## src/hw/rtl/prtt_div.sv

```systemverilog
// restoring divider, 64-bit dividend by 33-bit divisor, one quotient bit per cycle
`timescale 1ns / 1ps
module prtt_div (
  input  logic        clk,
  input  logic        rst_n,
  input  logic        start,
  input  logic [63:0] dividend,
  input  logic [32:0] divisor,
  output logic        done,
  output logic [31:0] quotient
);

  logic [63:0] quo_r, quo_nxt;
  logic [33:0] rem_r, rem_nxt;
  logic [32:0] den_r, den_nxt;
  logic [6:0]  cnt_r, cnt_nxt;
  logic        busy_r, busy_nxt;
  logic        done_r, done_nxt;
  logic [33:0] trial;
  logic [33:0] shifted;

  always_comb begin
    quo_nxt  = quo_r;
    rem_nxt  = rem_r;
    den_nxt  = den_r;
    cnt_nxt  = cnt_r;
    busy_nxt = busy_r;
    done_nxt = 1'b0;
    shifted  = {rem_r[32:0], quo_r[63]};
    trial    = shifted - {1'b0, den_r};
    if (start) begin
      quo_nxt  = dividend;
      rem_nxt  = '0;
      den_nxt  = divisor;
      cnt_nxt  = 7'd0;
      busy_nxt = 1'b1;
    end else if (busy_r) begin
      if (!trial[33]) begin
        rem_nxt = trial;
        quo_nxt = {quo_r[62:0], 1'b1};
      end else begin
        rem_nxt = shifted;
        quo_nxt = {quo_r[62:0], 1'b0};
      end
      cnt_nxt = cnt_r + 7'd1;
      if (cnt_r == 7'd63) begin
        busy_nxt = 1'b0;
        done_nxt = 1'b1;
      end
    end
  end

  always_ff @(posedge clk) begin
    if (!rst_n) begin
      busy_r <= 1'b0;
      done_r <= 1'b0;
      cnt_r  <= '0;
    end else begin
      busy_r <= busy_nxt;
      done_r <= done_nxt;
      cnt_r  <= cnt_nxt;
    end
    quo_r <= quo_nxt;
    rem_r <= rem_nxt;
    den_r <= den_nxt;
  end

  assign done     = done_r;
  assign quotient = quo_r[31:0];

endmodule

```

## config.mk

```make
export PLATFORM = sky130hd
export DESIGN_NAME = prtt_div
export DESIGN_NICKNAME = d
export VERILOG_FILES = /design/src/hw/rtl/prtt_div.sv
export SDC_FILE = /design/constraint.sdc
export NUM_CORES = 1
export LEC_CHECK = 0
export BUFFER_PORTS_ARGS = -buffer_cell sky130_fd_sc_hd__buf_2
export CAP_MARGIN = 40
export CORE_AREA = 2 2 129 131
export CTS_BUF_LIST = sky130_fd_sc_hd__clkbuf_4 sky130_fd_sc_hd__clkbuf_8
export CTS_CLUSTER_DIAMETER = 100
export DETAILED_ROUTE_END_ITERATION = 8
export DIE_AREA = 0 0 131 133
export GPL_TIMING_DRIVEN = 0
export HOLD_SLACK_MARGIN = 0.15
export PLACE_DENSITY = 0.71
export SLEW_MARGIN = 20
export SYNTH_ARGS = -nofsm -noshare
export SYNTH_HDL_FRONTEND = slang
export SYNTH_SLANG_ARGS = --single-unit
```

## constraint.sdc

```tcl
create_clock -name clk -period 7.84 [get_ports clk]
set_input_delay 0.784 -clock clk [delete_from_list [all_inputs] [get_ports clk]]
set_output_delay 0.784 -clock clk [all_outputs]
set_load 0.02 [all_outputs]
```

==> flow_metrics.py <==
metrics = {
    "floorplan": {
        "io_pins": 133,
        "die_h_um": 133,
        "num_rows": 47,
        "core-area_um2": 16170,
        "start_util": 0.4802,
        "die_x_um": 131,
        "dieArea_um2": 17420,
    },
    "critical_path": {
        "crit_required_ns": 8.24,
        "start_kind": "flop",
        "cp-end-kind": "flop",
        "cpMostUsedCell": "o21ai_0",
        "critPathSlowestCell": "a2111oi_0",
        "worst_ep_arrival_time_ns": 3.81,
        "path_class": "reg -> reg",
        "slowest_delay_ns": 0.77,
        "cp_max_fo": 8,
        "critPathBufInv": 2,
        "crit_family": "compound AO/OA/AOI/OAI gates",
        "crit_chain": "inv_1 > ha_1 > clkbuf_1 > a21oi_1 > o21ai_0 > o21ai_0 > nor2b_1 > a2111oi_0 > o21ai_0 > a211oi_1 > nand4b_1 > o311a_1",
    },
    "logic_synthesis": {
        "synth_top_cell_area_share": 0.3751,
        "ys_seq_area_frac": 0.4834,
        "synth_nets": 834,
        "ys.flop_type": "edfxtp_1",
        "synth_edf_count": 97,
        "yosys.cell_types.count": 62,
        "synth_xor_area_frac": 0.03819,
        "synth-compound-area-share": 0.1271,
        "syn_inst": 699,
        "ys_async_sr_fraction": 0,
        "muxShareOfSynthArea": 0.1276,
        "synth-adder-area-share": 0.05736,
        "synth_top_family_by_area": "multiplexers",
        "synth_area_leader_cell": "edfxtp_1",
        "synth-seq-cells": 139,
        "postSynthAreaPerCell_um2": 11.11,
        "yosys_warnings": 0,
        "synthSimpleGateAreaFrac": 0.09136,
        "syn_area_um2": 7765,
        "synthTopCellsByArea": "edfxtp_1, dfxtp_1, mux2_2",
    },
    "global_route": {
        "grt_pass1_wl_um": 27120,
        "grt_usage": 0.1978,
        "grt_overflow": 0,
        "grt_pass1_vias": 5628,
        "grt_max_degree": 58,
        "antenna_found_initial": 1,
    },
    "cells_and_area": {
        "layout_commonest_cell": "buf_2",
        "fin_nets": 987,
        "layout.cells.most_common_list": "buf_2, edfxtp_1, mux2_2, nor2_1",
        "area_growth_pct": 17.92,
        "diodes": 0,
        "drive_above_1_share": 0.3318,
        "fin_util": 0.5662,
    },
    "placement": {
        "io_buffers": 132,
        "place_ws_ns": 4.440,
        "dp_hpwl_um": 11750,
        "place.gp.congestion": 0.9002,
    },
    "drt": {
        "wl_um": 16430,
        "num_vias": 5615,
        "post-route-drc-count": 0,
        "ant_nets": 0,
        "dr.pass1.iters": 5,
        "drtIter0Drc": 365,
        "wl_per_cell_um": 15.15,
        "via_per_inst": 5.175,
    },
    "clocking": {
        "clkLatencyLatePin_ns": 0.46,
        "root_buffer": "clkbuf_8",
        "hold_buffers": 0,
        "clockBufferDepth": 2,
        "cts_buffers": 17,
        "cts_max_level": 4,
        "cts_tree": "yes",
        "clk_pin_slew_ns": 0.09,
        "post_cts_resized": 0,
        "cts.sinks": 139,
        "post_cts_buffers": 0,
    },
    "timing": {
        "worstMarginPinSlew_ns": 0.8446,
        "final_max_slew_viol_count": 0,
        "slew_headroom": 0.4224,
        "period_share": 0.4354,
        "final-hold-violation-count": 0,
        "setup_violations": 0,
        "fmax_mhz": 293.0,
        "final.setup.worst_slack_ns": 4.427,
        "finalCriticalPeriod_ns": 3.413,
        "setup_tns_ns": 0,
        "fin_skew_ns": 0.01709,
        "rsz0062_at_grt": "false",
    },
    "power": {
        "power.total_w": 0.001930,
        "vdd_ir_drop_max_mv": 0.1404,
        "power_leakage_nw": 3.882,
        "p_per_area_nw_per_um2": 210.8,
    },
    "worst_hold_path": {
        "hp-class": "reg -> reg",
    },
    "run": {
        "maxCapViolCount": 0,
    },
    "outcome": {
        "outcome": "finished, final reports clean",
    },
}
-- synth_stat cells (all sizes together) (8+ instances only) --
library cell / instances
clkbuf: 21
a211oi: 25
inv: 43
a21oi: 39
mux2i: 27
xnor2: 21
o21ai: 26
nor2b: 8
a21o: 17
mux2: 64
nand3: 11
edfxtp: 97
dfxtp: 42
nor2: 49
and3: 8
xor2: 12
buf: 47
nand2: 33
ha: 34
-- stage by stage --
step                instances  area, µm²  hold WS (ns)
floorplan                 699       7765        0.4526
global placement         1051       8701        0.4682
detailed placement       1052       8731        0.4730
CTS                      1084       9129        0.4667
global route             1085       9156        0.4598
finish                   1085       9156        0.4889
-- power breakdown --
part | leakage [nW] | internal (W) | switching [W]
logic | 2.36 | 0.000205 | 0.000240
registers | 1.31 | 0.000860 | 0.0000305
clock network | 0.209 | 0.000290 | 0.000305
-- flip-flops by register name, indices dropped and copies added, names as in the netlist --
name / flops
quo_r: 64
rem_r: 33
cnt_r: 7
den_r: 33
busy_r: 1
done: 1
-- final timing paths --
check             startpoint   endpoint  slack (ns)  cells after the start
setup / recovery   den_r[12]  rem_r[31]        4.43                     12
hold / removal     rem_r[24]  rem_r[24]        0.49                      2
setup reg to reg   den_r[12]  rem_r[31]        4.43                     12
hold reg to reg    rem_r[24]  rem_r[24]        0.49                      2
-- cell families after synthesis --
group           count (synthesis)
mux                            91
simple gates                  143
compound gates                147
fa+ha+maj                      35
flops                         139
buf+inv                       111
xor+xnor                       33
-- tightest hold or removal path, cell delays in order (launching register included) --
cell and delay (ns):
dfxtp_1 0.33, nand2_1 0.05, o21ai_0 0.06
-- area by class of cell --
| cell class | instances | area (µm²) |
|---|---|---|
| tap | 220 | 275.3 |
| clock inverter | 15 | 163.9 |
| inverter | 43 | 163.9 |
| multi-input combinational | 449 | 3430 |
| clock buffer | 17 | 234.0 |
| fill | 1440 | 7015 |
| timing repair buffer | 134 | 715.7 |
| sequential | 139 | 3754 |
| buffer | 68 | 420.4 |
-- per-layer routing --
metal | routed length, µm | share of wire | track usage
met5 | 13 | 0.00079 | 0
met1 | 7491 | 0.46 | 0.2605
met2 | 7511 | 0.46 | 0.3083
met3 | 1188 | 0.072 | 0.06874
met4 | 227 | 0.014 | 0.05792
(Power assumes the default switching activity.)
